===== config.mk =====
export PLATFORM = sky130hd
export DESIGN_NAME = life_row_generation
export DESIGN_NICKNAME = d
export VERILOG_FILES = /design/src/lrg_pkg.sv /design/src/life_row_generation.sv /design/src/lrg_cell.sv
export SDC_FILE = /design/constraint.sdc
export NUM_CORES = 1
export LEC_CHECK = 0
export BUFFER_PORTS_ARGS = -buffer_cell sky130_fd_sc_hd__clkbuf_2
export CORE_ASPECT_RATIO = 0.9
export CORE_MARGIN = 3
export CORE_UTILIZATION = 59
export DETAILED_ROUTE_END_ITERATION = 8
export PLACE_DENSITY = 0.88
export SYNTH_ARGS = -nofsm -noshare
export SYNTH_HDL_FRONTEND = slang
export SYNTH_HIERARCHICAL = 1
export SYNTH_SLANG_ARGS = --single-unit

===== constraint.sdc =====
create_clock -name clk -period 23.5 [get_ports clk]
set_clock_uncertainty 0.1 [all_clocks]
set_input_delay 4.7 -clock clk [delete_from_list [all_inputs] [get_ports clk]]
set_output_delay 4.7 -clock clk [all_outputs]
set_load 0.02 [all_outputs]

===== src/lrg_pkg.sv =====
package lrg_pkg;

  localparam int ROW_BITS = 64;
  localparam int CFG_BITS = 7;

  localparam logic [1:0] SEEN_NONE = 2'd0;
  localparam logic [1:0] SEEN_ONE  = 2'd1;
  localparam logic [1:0] SEEN_TWO  = 2'd2;

  typedef struct packed {
    logic [ROW_BITS-1:0] row_cells;
    logic                first_row;
    logic                last_row;
  } in_req_t;

  typedef struct packed {
    logic [ROW_BITS-1:0] next_row_cells;
    logic                section_done;
  } out_req_t;

  // one column of the three-row window: above, middle, incoming
  typedef struct packed {
    logic up;
    logic mid;
    logic dn;
  } col_t;

endpackage


===== src/life_row_generation.sv =====
// Row-streaming Life engine, rules B3/S23.
// Input channel (in_valid/in_stall/in_data): one board row per request.
//   A section is a top halo row (first_row), interior rows, then a bottom
//   halo row (last_row). Rows without an open section are dropped.
// Output channel (out_valid/out_stall/out_data): from the third row of a
//   section on, each input row yields the next generation of the row
//   before it; section_done marks the result caused by the bottom halo.
// Config channel (cfg_valid/cfg_ready/cfg_row_width): active row width,
//   clamped to 3..MAX_WIDTH; write only while idle. Always ready.
// Output: each result is registered, in the output register or the skid buffer.
// Throughput: one row per cycle while in_stall is low; each column is a
//   cell that updates in parallel from its two neighbor columns.
// Stall: an output register plus a one-entry skid buffer; in_stall rises
//   only when both are full, so a stalled receiver lets one more result
//   into the skid buffer before backpressure.
// Reset: synchronous active-low; no section open, width = MAX_WIDTH,
//   output and skid empty.
module life_row_generation
  import lrg_pkg::*;
#(
  parameter int MAX_WIDTH = 64
) (
  input  logic                clk,
  input  logic                rst_n,
  input  logic                in_valid,
  output logic                in_stall,
  input  in_req_t             in_data,
  output logic                out_valid,
  input  logic                out_stall,
  output out_req_t            out_data,
  input  logic                cfg_valid,
  output logic                cfg_ready,
  input  logic [CFG_BITS-1:0] cfg_row_width
);

  localparam int IW = $clog2(MAX_WIDTH);

  logic [IW-1:0]        last_idx_r;
  logic [IW-1:0]        last_idx_nxt;
  logic [1:0]           seen_r;
  logic [1:0]           seen_nxt;
  out_req_t             out_data_r;
  logic                 out_valid_r;
  out_req_t             skid_data_r;
  logic                 skid_valid_r;

  logic                 in_acc;
  logic                 load;
  logic                 produce;
  logic                 out_take;
  out_req_t             result;
  col_t                 cols [MAX_WIDTH];
  logic [MAX_WIDTH-1:0] nxt_row;

  assign cfg_ready = 1'b1;
  assign in_stall  = skid_valid_r;
  assign in_acc    = in_valid && !in_stall;
  assign load      = in_acc && (in_data.first_row || (seen_r != SEEN_NONE));
  assign produce   = in_acc && !in_data.first_row && seen_r[1];
  assign out_take  = out_valid_r && !out_stall;

  always_comb begin
    if (cfg_row_width < CFG_BITS'(3)) begin
      last_idx_nxt = IW'(2);
    end else if (cfg_row_width > CFG_BITS'(MAX_WIDTH)) begin
      last_idx_nxt = IW'(MAX_WIDTH - 1);
    end else begin
      last_idx_nxt = IW'(cfg_row_width - CFG_BITS'(1));
    end
  end

  always_ff @(posedge clk) begin
    if (!rst_n) begin
      last_idx_r <= IW'(MAX_WIDTH - 1);
    end else if (cfg_valid && cfg_ready) begin
      last_idx_r <= last_idx_nxt;
    end
  end

  always_comb begin
    seen_nxt = seen_r;
    if (in_acc) begin
      if (in_data.first_row) begin
        seen_nxt = SEEN_ONE;
      end else if (seen_r != SEEN_NONE) begin
        seen_nxt = in_data.last_row ? SEEN_NONE : SEEN_TWO;
      end
    end
  end

  always_ff @(posedge clk) begin
    if (!rst_n) begin
      seen_r <= SEEN_NONE;
    end else begin
      seen_r <= seen_nxt;
    end
  end

  for (genvar k = 0; k < MAX_WIDTH; k++) begin : g_cell
    col_t left;
    col_t right;

    if (k == 0) begin : g_left_wrap
      assign left = cols[last_idx_r];
    end else begin : g_left
      assign left = cols[k-1];
    end

    if (k == MAX_WIDTH - 1) begin : g_right_wrap
      assign right = cols[0];
    end else begin : g_right
      assign right = (last_idx_r == IW'(k)) ? cols[0] : cols[k+1];
    end

    lrg_cell u_cell (
      .clk      (clk),
      .load     (load),
      .clear_up (in_data.first_row),
      .dn_bit   (in_data.row_cells[k]),
      .active   (IW'(k) <= last_idx_r),
      .left     (left),
      .right    (right),
      .col      (cols[k]),
      .nxt_bit  (nxt_row[k])
    );
  end

  always_comb begin
    result.next_row_cells = ROW_BITS'(nxt_row);
    result.section_done   = in_data.last_row;
  end

  always_ff @(posedge clk) begin
    if (!out_valid_r || out_take) begin
      out_data_r <= skid_valid_r ? skid_data_r : result;
    end
    if (produce && out_valid_r && !out_take) begin
      skid_data_r <= result;
    end
  end

  always_ff @(posedge clk) begin
    if (!rst_n) begin
      out_valid_r  <= 1'b0;
      skid_valid_r <= 1'b0;
    end else if (!out_valid_r || out_take) begin
      out_valid_r  <= skid_valid_r || produce;
      skid_valid_r <= 1'b0;
    end else if (produce) begin
      skid_valid_r <= 1'b1;
    end
  end

  assign out_valid = out_valid_r;
  assign out_data  = out_data_r;

endmodule


===== src/lrg_cell.sv =====
module lrg_cell
  import lrg_pkg::*;
(
  input  logic clk,
  input  logic load,
  input  logic clear_up,
  input  logic dn_bit,
  input  logic active,
  input  col_t left,
  input  col_t right,
  output col_t col,
  output logic nxt_bit
);

  logic       up_r;
  logic       mid_r;
  logic [3:0] nbr_cnt;

  always_ff @(posedge clk) begin
    if (load) begin
      up_r  <= clear_up ? 1'b0 : mid_r;
      mid_r <= dn_bit;
    end
  end

  always_comb begin
    col.up  = up_r;
    col.mid = mid_r;
    col.dn  = dn_bit;
  end

  always_comb begin
    nbr_cnt = 4'(left.up) + 4'(up_r) + 4'(right.up)
            + 4'(left.mid) + 4'(right.mid)
            + 4'(left.dn) + 4'(dn_bit) + 4'(right.dn);
    nxt_bit = active && ((nbr_cnt == 4'd3) || (mid_r && (nbr_cnt == 4'd2)));
  end

endmodule


==> flow_metrics.py <==
metrics = {
    "finish": {
        "syn_to_final_growth_pct": 4.004,
        "layout-drive-gt1-share_pct": 19.77,
        "multi_input_area_sq_um": 15850,
        "layout.nets": 3117,
        "nFillCells": 3551,
        "final_common_cell": "inv_1",
        "final_cell_mix": "713 x inv_1, 258 x edfxtp_1, 256 x fa_1, 197 x mux2_2, 194 x ha_1",
        "regArea_sq_um": 7956,
    },
    "synth": {
        "synth-async-reset-ratio_pct": 0,
        "ys_ff_latch": 268,
        "postSynthCellCount": 2642,
        "postSynthAreaPerCell_sq_um": 10.68,
        "synth.area.top_cells": "edfxtp_1 27%, fa_1 18%, inv_1 9.5%, ha_1 8.6%, mux2_2 7.9%",
        "synth.distinct_cells": 56,
        "yosys.area.top_type": "edfxtp_1",
        "ys.flop_type": "edfxtp_1",
        "netlist.area_leader.share_pct": 27.46,
        "syn-cell-area_sq_um": 28210,
        "ys_warn_count": 6,
        "synth_edf_count": 258,
        "ys_seq_area_share_pct": 28.17,
    },
    "global_route": {
        "grt_pass1_vias": 21190,
        "use_met3_pct": 5.787,
        "grt_start_max_net_pins": 70,
        "grt_use_met1_pct": 36.75,
        "grt-ovfl-total": 0,
        "grt_usage_pct": 29.36,
        "grt_use_met2_pct": 48.87,
        "antenna_found_initial": 3,
        "top_usage_layer": "met2",
        "grt_pass1_wl_um": 116100,
    },
    "setup_path": {
        "worstSetupPathType": "in -> reg",
        "crit_path_end_kind": "register",
        "start_kind": "input pin",
        "critPathRequiredTime_ps": 23810,
        "path_max_fanout": 68,
        "arrival_ps": 9270,
    },
    "floorplan": {
        "std_cell_rows": 75,
        "die-area_sq_um": 50490,
        "die_x_um": 236.5,
        "ios": 146,
        "die_y_um": 213.5,
        "initial_core_util_pct": 60.13,
        "core_area_sq_um": 46920,
    },
    "clock_tree": {
        "htree_levels": 2,
        "root_buffer": "clkbuf_16",
        "cts_tree": "yes",
        "insertion_delay_ps": 550,
        "path_clk_slew_ps": 60,
        "clock_tree.buffer_depth": 3,
        "numCtsBuffers": 34,
        "cts_resized": 0,
        "holdBufCountCts": 0,
        "cts_sinks": 268,
        "postCtsSetupBuffers": 0,
    },
    "place": {
        "io_buffers": 144,
        "dpl.hpwl_um": 53090,
        "finalWeightedCongestion": 0.9126,
    },
    "sta": {
        "maxSlewViolCount": 0,
        "finalCritPeriodShare_pct": 38.09,
        "rsz0062_at_grt": "no",
        "worst_pin_slew_ps": 1210,
        "finalCriticalPeriod_ps": 8951,
        "slew_headroom_pct": 18.96,
        "finalHoldViolCount": 0,
        "fmax_mhz": 111.7,
        "tns_ps": 0,
        "setup_viol_count_final": 0,
        "hold_slack_ps": 428.3,
    },
    "pwr": {
        "leakagePower_nw": 14.22,
        "peakVddDrop_mv": 0.06287,
        "power.density_nw_per_um2": 69.99,
    },
    "detailed_routing": {
        "first_iter_violations": 1550,
        "finalWirelength_um": 73370,
        "drc": 0,
        "via_per_inst": 5.962,
        "wl_per_cell_um": 22.70,
        "ant_nets": 0,
        "vias": 19270,
        "firstDrtPassIters": 5,
    },
    "hold_path": {
        "hold_path_class": "reg -> reg",
    },
    "run_status": {
        "outcome": "finished clean",
    },
    "flow_run": {
        "maxCapViolations": 0,
    },
}
-- registers in the layout (all words and copies together) (netlist names) --
| signal | count |
|---|---|
| in_stall | 1 |
| out_valid | 1 |
| out_data | 65 |
| seen_r | 2 |
| g_cell.u_cell/up_r | 64 |
| g_cell.u_cell/mid_r | 64 |
| last_idx_r | 6 |
| skid_data_r | 65 |
-- cell type report --
cell class,instances,area share (%)
clock buffer,46,3.304
multi-input combinational,1396,54.01
antenna,1,0.008528
clock inverter,16,0.6652
inverter,723,9.248
sequential,268,27.11
tap,616,2.627
timing repair buffer,166,3.019
-- report_power, final --
part / total, mW / internal, mW / switching [mW]
Clock: 0.558 / 0.336 / 0.222
Combinational: 0.855 / 0.362 / 0.493
Sequential: 0.642 / 0.608 / 0.0335
Total: 2.05 / 1.31 / 0.748
-- metal layers --
layer	vias to the layer above	wire length [um]
li1	8385	-
met1	9613	27470
met2	1031	35430
met3	235	6402
met4	4	4032
met5	-	30
-- critical path, stage by stage --
cell,delay (ps)
clkbuf_2,80
buf_4,400
mux4_2,560
a22oi_1,140
a21oi_1,130
or4_1,470
inv_1,90
fa_1,430
fa_1,450
fa_1,490
inv_1,40
ha_1,200
fa_1,400
o211a_1,250
a211oi_2,220
mux2_2,180
-- stage by stage --
step                      cell area (sq um)  instances  utilization, %  power [mW]  setup slack [ps]
after floorplan                       28220       2643               -       1.269              9703
after detailed placement              28180       3169           60.05       1.487             14020
final                                 29340       3232           62.54       2.054             14550
after global routing                  29340       3232           62.54       2.179             14330
after CTS                             29340       3231           62.54       2.058             14590
after global placement                28180       3169           60.05       1.416             14020
-- final timing paths --
kind | cells past startpoint | to | from | slack (ps)
hold reg to reg | 2 | seen_r[1]$_SDFFE_PN0P_ | seen_r[1]$_SDFFE_PN0P_ | 430
setup reg to reg | 14 | out_data[48]$_DFFE_PP_ | last_idx_r[2]$_SDFFE_PN1P_ | 17400
setup / recovery | 16 | out_data[1]$_DFFE_PP_ | in_data[2] | 14550
hold / removal | 2 | seen_r[1]$_SDFFE_PN0P_ | seen_r[1]$_SDFFE_PN0P_ | 430
-- logic make-up after synthesis --
logic type	Yosys count	share of synthesized area, %
mux	304	14.23
other cells	1	0.01329
compound gates	247	7.264
buf+inv	979	15.79
fa+ha+maj	450	26.77
xor+xnor	4	0.1242
flops	268	28.17
simple gates	389	7.650
-- synth_stat cells, drive strengths merged (48+ instances only) --
library cell,n
a21oi,52
buf,221
edfxtp,258
fa,256
ha,194
inv,722
mux2,254
mux4,48
nand2,91
nand3b,64
nor2,48
nor2b,66
Note: power is estimated with default switching activity, not from simulation.
